**src/hdl/wiem_pkg.sv**
```systemverilog
// Package for the water ingress event monitor.
// Holds the channel payload structs, configuration and state structs, event codes
// and reset constants. Depends on nothing.
package wiem_pkg;

  localparam int SAMPLE_BITS  = 10;
  localparam int TICK_BITS    = 24;
  localparam int SECONDS_BITS = 16;
  localparam int SHIFT_BITS   = 4;
  localparam int CFG_IDX_BITS = 2;
  localparam int RES_DEPTH    = 4;
  localparam int RES_PTR_W    = $clog2(RES_DEPTH);
  localparam int RES_CNT_W    = $clog2(RES_DEPTH + 1);

  typedef enum logic [1:0] {
    EV_DETECTED  = 2'd0,
    EV_PRESENT   = 2'd1,
    EV_CLEARED   = 2'd2,
    EV_HEARTBEAT = 2'd3
  } ev_code_t;

  typedef enum logic [CFG_IDX_BITS-1:0] {
    CFG_WET_LIMIT          = 2'd0,
    CFG_REPORT_INTERVAL    = 2'd1,
    CFG_HEARTBEAT_INTERVAL = 2'd2,
    CFG_TICK_RATE_SHIFT    = 2'd3
  } cfg_idx_t;

  localparam logic [SAMPLE_BITS-1:0] WET_LIMIT_RST          = SAMPLE_BITS'(512);
  localparam logic [TICK_BITS-1:0]   REPORT_INTERVAL_RST    = TICK_BITS'(480);
  localparam logic [TICK_BITS-1:0]   HEARTBEAT_INTERVAL_RST = TICK_BITS'(691200);
  localparam logic [SHIFT_BITS-1:0]  TICK_RATE_SHIFT_RST    = SHIFT_BITS'(3);

  typedef struct packed {
    logic [SAMPLE_BITS-1:0] sample_forward;
    logic [SAMPLE_BITS-1:0] sample_reverse;
    logic [TICK_BITS-1:0]   now_tick;
  } in_t;

  typedef struct packed {
    ev_code_t                event_code;
    logic [SECONDS_BITS-1:0] elapsed_seconds;
    logic [SAMPLE_BITS-1:0]  conductivity;
    logic                    last_of_run;
  } out_t;

  typedef struct packed {
    logic [SAMPLE_BITS-1:0] wet_limit;
    logic [TICK_BITS-1:0]   report_interval;
    logic [TICK_BITS-1:0]   heartbeat_interval;
    logic [SHIFT_BITS-1:0]  tick_rate_shift;
  } cfg_t;

  typedef struct packed {
    logic                 wet_flag;
    logic [TICK_BITS-1:0] wet_start;
    logic [TICK_BITS-1:0] last_report;
    logic [TICK_BITS-1:0] last_heartbeat;
  } state_t;

  typedef struct packed {
    logic [1:0] n;
    out_t       r0;
    out_t       r1;
    logic       wet_nxt;
    logic       set_start;
    logic       set_report;
    logic       set_heartbeat;
  } eval_t;

endpackage

```
**src/hdl/wiem_eval.sv**
```systemverilog
// Decision logic for one sense cycle: average, wet test, interval checks, seconds.
// Produces up to two results and the state update. Depends on wiem_pkg.
module wiem_eval (
  input  wiem_pkg::in_t    item,
  input  wiem_pkg::cfg_t   cfg,
  input  wiem_pkg::state_t st,
  output wiem_pkg::eval_t  ev
);

  logic [wiem_pkg::SAMPLE_BITS:0]    sum;
  logic [wiem_pkg::SAMPLE_BITS-1:0]  cond;
  logic                              wet;
  logic [wiem_pkg::TICK_BITS-1:0]    since_start;
  logic [wiem_pkg::TICK_BITS-1:0]    since_report;
  logic [wiem_pkg::TICK_BITS-1:0]    since_hb;
  logic [wiem_pkg::TICK_BITS-1:0]    shifted;
  logic [wiem_pkg::SECONDS_BITS-1:0] secs;
  logic                              report_due;
  logic                              hb_due;
  wiem_pkg::out_t                    res_a;
  wiem_pkg::out_t                    res_b;

  assign sum  = {1'b0, item.sample_forward} + {1'b0, item.sample_reverse};
  assign cond = sum[wiem_pkg::SAMPLE_BITS:1];
  assign wet  = cond > cfg.wet_limit;

  assign since_start  = item.now_tick - st.wet_start;
  assign since_report = item.now_tick - st.last_report;
  assign since_hb     = item.now_tick - st.last_heartbeat;
  assign report_due   = since_report >= cfg.report_interval;
  assign hb_due       = since_hb >= cfg.heartbeat_interval;

  assign shifted = since_start >> cfg.tick_rate_shift;
  assign secs    = (|shifted[wiem_pkg::TICK_BITS-1:wiem_pkg::SECONDS_BITS])
                   ? {wiem_pkg::SECONDS_BITS{1'b1}}
                   : shifted[wiem_pkg::SECONDS_BITS-1:0];

  always_comb begin
    res_a                 = '0;
    res_a.conductivity    = cond;
    res_b                 = res_a;
    ev                    = '0;
    ev.wet_nxt            = st.wet_flag;
    if (wet) begin
      if (!st.wet_flag) begin
        ev.wet_nxt         = 1'b1;
        ev.set_start       = 1'b1;
        ev.set_report      = 1'b1;
        ev.n               = 2'd1;
        res_a.event_code   = wiem_pkg::EV_DETECTED;
        res_a.last_of_run  = 1'b1;
      end else if (report_due) begin
        ev.set_report          = 1'b1;
        ev.n                   = 2'd1;
        res_a.event_code       = wiem_pkg::EV_PRESENT;
        res_a.elapsed_seconds  = secs;
        res_a.last_of_run      = 1'b1;
      end
    end else begin
      ev.wet_nxt = 1'b0;
      if (st.wet_flag) begin
        res_a.event_code      = wiem_pkg::EV_CLEARED;
        res_a.elapsed_seconds = secs;
        if (hb_due) begin
          ev.n              = 2'd2;
          ev.set_heartbeat  = 1'b1;
          res_b.event_code  = wiem_pkg::EV_HEARTBEAT;
          res_b.last_of_run = 1'b1;
        end else begin
          ev.n              = 2'd1;
          res_a.last_of_run = 1'b1;
        end
      end else if (hb_due) begin
        ev.n              = 2'd1;
        ev.set_heartbeat  = 1'b1;
        res_a.event_code  = wiem_pkg::EV_HEARTBEAT;
        res_a.last_of_run = 1'b1;
      end
    end
    ev.r0 = res_a;
    ev.r1 = res_b;
  end

endmodule

```
**src/hdl/wiem_rfifo.sv**
```systemverilog
// Result queue: takes zero, one or two results per cycle, delivers one.
// Depends on wiem_pkg.
module wiem_rfifo (
  input  logic                            clk,
  input  logic                            rst_n,
  input  logic [1:0]                      push_n,
  input  wiem_pkg::out_t                  push0,
  input  wiem_pkg::out_t                  push1,
  input  logic                            pop,
  output wiem_pkg::out_t                  head,
  output logic [wiem_pkg::RES_CNT_W-1:0]  count
);

  wiem_pkg::out_t                   mem [wiem_pkg::RES_DEPTH];
  logic [wiem_pkg::RES_PTR_W-1:0]   wr_ptr_r;
  logic [wiem_pkg::RES_PTR_W-1:0]   wr_ptr_nxt;
  logic [wiem_pkg::RES_PTR_W-1:0]   rd_ptr_r;
  logic [wiem_pkg::RES_PTR_W-1:0]   rd_ptr_nxt;
  logic [wiem_pkg::RES_CNT_W-1:0]   count_r;
  logic [wiem_pkg::RES_CNT_W-1:0]   count_nxt;

  assign wr_ptr_nxt = wr_ptr_r + wiem_pkg::RES_PTR_W'(push_n);
  assign rd_ptr_nxt = rd_ptr_r + wiem_pkg::RES_PTR_W'(pop);
  assign count_nxt  = count_r + wiem_pkg::RES_CNT_W'(push_n) - wiem_pkg::RES_CNT_W'(pop);

  always_ff @(posedge clk) begin
    if (push_n != 2'd0) begin
      mem[wr_ptr_r] <= push0;
    end
    if (push_n == 2'd2) begin
      mem[wr_ptr_r + wiem_pkg::RES_PTR_W'(1)] <= push1;
    end
  end

  always_ff @(posedge clk) begin
    if (!rst_n) begin
      wr_ptr_r <= '0;
      rd_ptr_r <= '0;
      count_r  <= '0;
    end else begin
      wr_ptr_r <= wr_ptr_nxt;
      rd_ptr_r <= rd_ptr_nxt;
      count_r  <= count_nxt;
    end
  end

  assign head  = mem[rd_ptr_r];
  assign count = count_r;

endmodule

```
**src/hdl/water_ingress_event_monitor.sv**
```systemverilog
// Top level of the water ingress event monitor.
// Depends on wiem_pkg, wiem_eval and wiem_rfifo.
//
// Usage:
//   Input channel (in_valid, in_stall, in_data) carries one sense cycle: two
//   electrode samples and the current tick count. Result channel (out_valid,
//   out_stall, out_data) carries detected, present, cleared and heartbeat events,
//   zero to two per sense cycle, with last_of_run on the final one.
//   Config channel (cfg_valid, cfg_ready, cfg_index, cfg_data) writes the wet
//   limit, report interval, heartbeat interval and tick rate shift; cfg_ready
//   is always high. Write only while no transaction is in flight.
//   Path: the input register holds a transaction until the result queue has room
//   for two; its results are then written to the queue, which raises out_valid.
//   Throughput: one transaction per cycle while the four-entry result queue has
//   room for two; the output drains one result per cycle while out_stall is low,
//   so sustained throughput is set by the result port.
//   A stalled receiver fills the queue until it lacks room for two, then in_stall
//   rises and holds the input register. Synchronous reset restores register
//   defaults, clears the wet state and timers and empties the queue.
module water_ingress_event_monitor (
  input  logic                                clk,
  input  logic                                rst_n,
  input  logic                                in_valid,
  output logic                                in_stall,
  input  wiem_pkg::in_t                       in_data,
  output logic                                out_valid,
  input  logic                                out_stall,
  output wiem_pkg::out_t                      out_data,
  input  logic                                cfg_valid,
  output logic                                cfg_ready,
  input  logic [wiem_pkg::CFG_IDX_BITS-1:0]   cfg_index,
  input  logic [wiem_pkg::TICK_BITS-1:0]      cfg_data
);

  wiem_pkg::cfg_t                   cfg_r;
  wiem_pkg::cfg_t                   cfg_nxt;
  wiem_pkg::state_t                 st_r;
  wiem_pkg::state_t                 st_nxt;
  wiem_pkg::in_t                    s1_data_r;
  logic                             s1_valid_r;
  logic                             s1_valid_nxt;
  wiem_pkg::eval_t                  ev;
  logic                             room;
  logic                             advance;
  logic                             in_take;
  logic                             pop;
  logic [1:0]                       push_n;
  logic [wiem_pkg::RES_CNT_W-1:0]   res_count;

  assign cfg_ready = 1'b1;
  assign room      = res_count <= wiem_pkg::RES_CNT_W'(wiem_pkg::RES_DEPTH - 2);
  assign advance   = s1_valid_r && room;
  assign in_stall  = s1_valid_r && !room;
  assign in_take   = in_valid && !in_stall;
  assign push_n    = advance ? ev.n : 2'd0;
  assign out_valid = res_count != '0;
  assign pop       = out_valid && !out_stall;

  always_comb begin
    cfg_nxt = cfg_r;
    if (cfg_valid && cfg_ready) begin
      case (wiem_pkg::cfg_idx_t'(cfg_index))
        wiem_pkg::CFG_WET_LIMIT:
          cfg_nxt.wet_limit = cfg_data[wiem_pkg::SAMPLE_BITS-1:0];
        wiem_pkg::CFG_REPORT_INTERVAL:
          cfg_nxt.report_interval = cfg_data;
        wiem_pkg::CFG_HEARTBEAT_INTERVAL:
          cfg_nxt.heartbeat_interval = cfg_data;
        wiem_pkg::CFG_TICK_RATE_SHIFT:
          cfg_nxt.tick_rate_shift = cfg_data[wiem_pkg::SHIFT_BITS-1:0];
        default: cfg_nxt = cfg_r;
      endcase
    end
  end

  always_comb begin
    st_nxt = st_r;
    if (advance) begin
      st_nxt.wet_flag = ev.wet_nxt;
      if (ev.set_start) begin
        st_nxt.wet_start = s1_data_r.now_tick;
      end
      if (ev.set_report) begin
        st_nxt.last_report = s1_data_r.now_tick;
      end
      if (ev.set_heartbeat) begin
        st_nxt.last_heartbeat = s1_data_r.now_tick;
      end
    end
  end

  always_comb begin
    s1_valid_nxt = s1_valid_r;
    if (in_take) begin
      s1_valid_nxt = 1'b1;
    end else if (advance) begin
      s1_valid_nxt = 1'b0;
    end
  end

  always_ff @(posedge clk) begin
    if (!rst_n) begin
      cfg_r.wet_limit          <= wiem_pkg::WET_LIMIT_RST;
      cfg_r.report_interval    <= wiem_pkg::REPORT_INTERVAL_RST;
      cfg_r.heartbeat_interval <= wiem_pkg::HEARTBEAT_INTERVAL_RST;
      cfg_r.tick_rate_shift    <= wiem_pkg::TICK_RATE_SHIFT_RST;
      st_r                     <= '0;
      s1_valid_r               <= 1'b0;
    end else begin
      cfg_r      <= cfg_nxt;
      st_r       <= st_nxt;
      s1_valid_r <= s1_valid_nxt;
    end
  end

  always_ff @(posedge clk) begin
    if (in_take) begin
      s1_data_r <= in_data;
    end
  end

  wiem_eval u_eval (
    .item (s1_data_r),
    .cfg  (cfg_r),
    .st   (st_r),
    .ev   (ev)
  );

  wiem_rfifo u_rfifo (
    .clk    (clk),
    .rst_n  (rst_n),
    .push_n (push_n),
    .push0  (ev.r0),
    .push1  (ev.r1),
    .pop    (pop),
    .head   (out_data),
    .count  (res_count)
  );

`ifndef ASSERT_OFF
  a_queue_bound: assert property (@(posedge clk) disable iff (!rst_n)
    res_count <= wiem_pkg::RES_CNT_W'(wiem_pkg::RES_DEPTH))
    else $error("result queue overflow");

  a_pair_order: assert property (@(posedge clk) disable iff (!rst_n)
    (advance && ev.n == 2'd2) |->
      (ev.r0.event_code == wiem_pkg::EV_CLEARED &&
       ev.r1.event_code == wiem_pkg::EV_HEARTBEAT && ev.r1.last_of_run))
    else $error("two results must be cleared then heartbeat");

  a_detect_on_rise: assert property (@(posedge clk) disable iff (!rst_n)
    (advance && !st_r.wet_flag && ev.wet_nxt) |->
      (ev.n == 2'd1 && ev.r0.event_code == wiem_pkg::EV_DETECTED))
    else $error("dry-to-wet change without detected result");

  a_result_follows: assert property (@(posedge clk) disable iff (!rst_n)
    (advance && ev.n != 2'd0) |=> out_valid)
    else $error("pushed result not presented");
`endif

endmodule
```
**config.mk**
```make
export PLATFORM = sky130hd
export DESIGN_NAME = water_ingress_event_monitor
export DESIGN_NICKNAME = d
export VERILOG_FILES = /design/src/hdl/wiem_pkg.sv /design/src/hdl/wiem_eval.sv /design/src/hdl/wiem_rfifo.sv /design/src/hdl/water_ingress_event_monitor.sv
export SDC_FILE = /design/constraint.sdc
export NUM_CORES = 1
export LEC_CHECK = 0
export BUFFER_PORTS_ARGS = -buffer_cell sky130_fd_sc_hd__buf_2
export CAP_MARGIN = 20
export CORE_ASPECT_RATIO = 1.1
export CORE_UTILIZATION = 40
export DETAILED_ROUTE_END_ITERATION = 7
export PLACE_DENSITY = 0.68
export SLEW_MARGIN = 30
export SYNTH_ARGS = -nofsm -noshare
export SYNTH_HDL_FRONTEND = slang
export SYNTH_SLANG_ARGS = --single-unit
```
**constraint.sdc**
```tcl
create_clock -name clk -period 10.4 [get_ports clk]
set_input_delay 0 -clock clk [delete_from_list [all_inputs] [get_ports clk]]
set_output_delay 0 -clock clk [all_outputs]
set_load 0.005 [all_outputs]
```
==> results.py <==
metrics = {
    "clocking": {
        "cts.clk_slew.worst_paths_ps": 60,
        "clkSinkCount": 303,
        "cts.repair.resized": 0,
        "htreeDepth": 2,
        "root_buffer": "clkbuf_16",
        "cts_hold_buf": 75,
        "clock_latency_ps": 550,
        "cts_tree": "built",
        "cts_buffer_depth": 3,
        "post_cts_buffers": 0,
        "cts-buffers-inserted": 37,
    },
    "detailed_routing": {
        "vias_per_cell": 5.41,
        "drtIter0Drc": 908,
        "vias": 14800,
        "ant_nets": 0,
        "drc": 0,
        "wl_per_cell_um": 17.2,
        "wirelength_um": 47100,
        "dr.pass1.iters": 5,
    },
    "finish": {
        "fin_area_sq_mm": 0.0213,
        "layout-drive-gt1-share": 0.122,
        "fin_nets": 2354,
        "syn2layout_area_growth_pct": 16.9,
        "n_antenna_cell": 0,
    },
    "sta": {
        "fin_crit_sh": 0.708,
        "min_period_ps": 7370,
        "rsz0062_at_grt": "false",
        "skew_ps": 14.2,
        "worstMarginPinSlew_ps": 954,
        "fmax_mhz": 136,
        "finalSetupTns_ps": 0,
        "max-slew-margin-rel": 0.359,
        "slew_violations": 0,
        "layout_setup_ws_ps": 3030,
        "setup_viol": 0,
        "finalHoldViolCount": 0,
    },
    "setup_path": {
        "slowest_delay_ps": 550,
        "r2r-end": "u_rfifo.mem[1][6]",
        "cp-start-kind": "register",
        "ff2ff_setup_slack_ps": 3030,
        "worstReg2RegStart": "s1_data_r[0]",
        "path_max_fanout": 27,
        "worst_ep_required_time_ps": 10580,
        "cp_slowest_cell": "nor3b_1",
        "cp-end-kind": "register",
        "crit_type": "reg2reg",
        "worstRegToRegCells": 29,
        "crit_arrival_ps": 7550,
    },
    "global_routing": {
        "grt_util_all_layers": 0.204,
        "grt_pass1_wl_um": 75100,
        "antenna_found_initial": 0,
        "grt_overflow": 0,
        "grt_pass1_vias": 14400,
        "grt_max_degree": 124,
    },
    "min_path": {
        "worst_hold_path_type": "in2reg",
        "hold_depth": 4,
        "min_from": "out_stall",
        "holdPathEnd": "u_rfifo.rd_ptr_r[0]",
    },
    "synthesis": {
        "synth-main-ff-cell": "dfxtp_1",
        "synthTopCellsByArea": "dfxtp_1 23%, edfxtp_1 16%, ha_1 9.9%",
        "yosysMostFrequentCell": "nand2_1",
        "yosysTopAreaCell": "dfxtp_1",
        "ys_warn_count": 0,
        "synth_common_cells": "258 x nand2_1, 207 x dfxtp_1, 182 x inv_1",
        "synth_seq_area_share": 0.385,
        "post_synth.cell_area_avg_sq_um": 9.20,
        "synth_edf_count": 96,
        "netlist_area_sq_mm": 0.0183,
        "synthCells": 1984,
        "synth-seq-cells": 303,
        "yosysUniqueCellTypes": 87,
        "async_reset_ff_frac": 0,
        "synth_top_cell_area_share": 0.227,
        "synth_nets": 2208,
    },
    "placed_design": {
        "gp_routability_congestion": 0.904,
        "hpwl_um": 34400,
        "io_buffers": 105,
        "dp_slack_ps": 3160,
        "placed_area_sq_mm": 0.0194,
    },
    "floorplan": {
        "die-area_sq_mm": 0.0465,
        "io_pins": 107,
        "rows": 81,
        "start_util": 0.408,
        "core-area_sq_mm": 0.0447,
        "die_h_um": 226,
        "die_x_um": 206,
    },
    "power_and_ir_drop": {
        "power_leakage_nw": 8.20,
        "p_per_area_mw_per_mm2": 193,
        "peakVddDrop_uv": 165,
    },
    "run": {
        "maxCapViolations": 0,
    },
    "outcome": {
        "status": "completed",
    },
}
[metrics by stage]
step / instances / total power [W] / hold slack [ps] / utilization
floorplan: 1984 / 0.00244 / 98.9 / -
global placement: 2596 / 0.00278 / 177 / 0.432
detailed placement: 2597 / 0.00282 / 178 / 0.433
CTS: 2740 / 0.00415 / 1.31 / 0.477
global route: 2740 / 0.00437 / 19.4 / 0.478
finish: 2740 / 0.00412 / 13.1 / 0.478
[sequential cells by signal, indices dropped and copies added (netlist names)]
signal	count
cfg_r	62
s1_data_r	44
s1_valid_r	1
st_r	73
u_rfifo.count	3
u_rfifo.mem	116
u_rfifo.rd_ptr_r	2
u_rfifo.wr_ptr_r	2
[how the worst max path moves through the flow]
| stage | end | startpoint |
|---|---|---|
| final | u_rfifo.mem[1][6] | s1_data_r[0] |
| after global routing | u_rfifo.mem[1][6] | s1_data_r[0] |
| after CTS | u_rfifo.mem[1][7] | s1_data_r[0] |
| after detailed placement | u_rfifo.mem[1][8] | s1_data_r[0] |
| after global placement | u_rfifo.mem[0][6] | s1_data_r[0] |
| after floorplan | u_rfifo.mem[3][0] | s1_data_r[0] |
[area by class of cell]
type	instances	area, sq um
Clock inverter	21	224
Tap cell	581	727
Timing Repair Buffer	195	1420
Multi-Input combinational cell	1409	10200
Sequential cell	303	7030
Inverter	184	691
Fill cell	4164	23400
Clock buffer	47	1000
[cells by family after synthesis]
| family | Yosys count | synth area share |
|---|---|---|
| buffers and inverters | 272 | 0.0569 |
| flip-flops | 303 | 0.385 |
| other | 1 | 0.000205 |
| AND/OR/NAND/NOR | 596 | 0.150 |
| AO/OA/AOI/OAI | 506 | 0.199 |
| adder cells (fa/ha/maj) | 149 | 0.104 |
| multiplexers | 91 | 0.0731 |
| XOR/XNOR | 66 | 0.0317 |
[routing by layer]
metal,global-route usage,routed length [um]
met1,0.253,20300
met2,0.356,23100
met3,0.0271,2020
met4,0.0822,1740
met5,0,0
[cells in the final DEF, fill, tap and decap left out, types with 11 or more instances in the layout]
master / Yosys / layout
mux2i_1: 50 / 50
o31ai_1: 15 / 15
and2_1: 20 / 19
ha_1: 144 / 144
a22o_1: 55 / 55
o21a_1: 20 / 20
buf_4: 4 / 14
nand3_1: 21 / 21
a21oi_1: 112 / 110
and3_1: 13 / 13
inv_1: 182 / 182
xor2_1: 22 / 22
nor3_1: 30 / 29
o21ai_0: 56 / 56
o211ai_1: 26 / 26
dlygate4sd3_1: 0 / 75
or3_1: 11 / 11
a21boi_0: 68 / 67
a21o_1: 40 / 40
nand2b_1: 14 / 14
buf_2: 2 / 104
o21bai_1: 13 / 13
nand2_1: 258 / 258
edfxtp_1: 96 / 96
nor2_1: 137 / 136
dfxtp_1: 207 / 206
mux4_2: 33 / 33
xnor2_1: 44 / 44
nor2b_1: 54 / 53
clkbuf_16: 0 / 38
[where the power goes]
group	leakage, nW	internal (W)	switching [W]	total (W)
logic	5.10	0.000608	0.000765	0.00137
registers	2.51	0.00134	0.000103	0.00145
clock network	0.591	0.000769	0.000530	0.00130
total	8.20	0.00272	0.00140	0.00412
[critical path, delay by kind of cell, from the launching register on]
family,cells,cell delay (ps)
adders and majority gates,4,1130
and+or+nand+nor,6,1330
DFF,1,430
buffers and inverters,4,930
AOI/OAI and AO/OA,15,3160
Power figures use the tool's default switching activity.
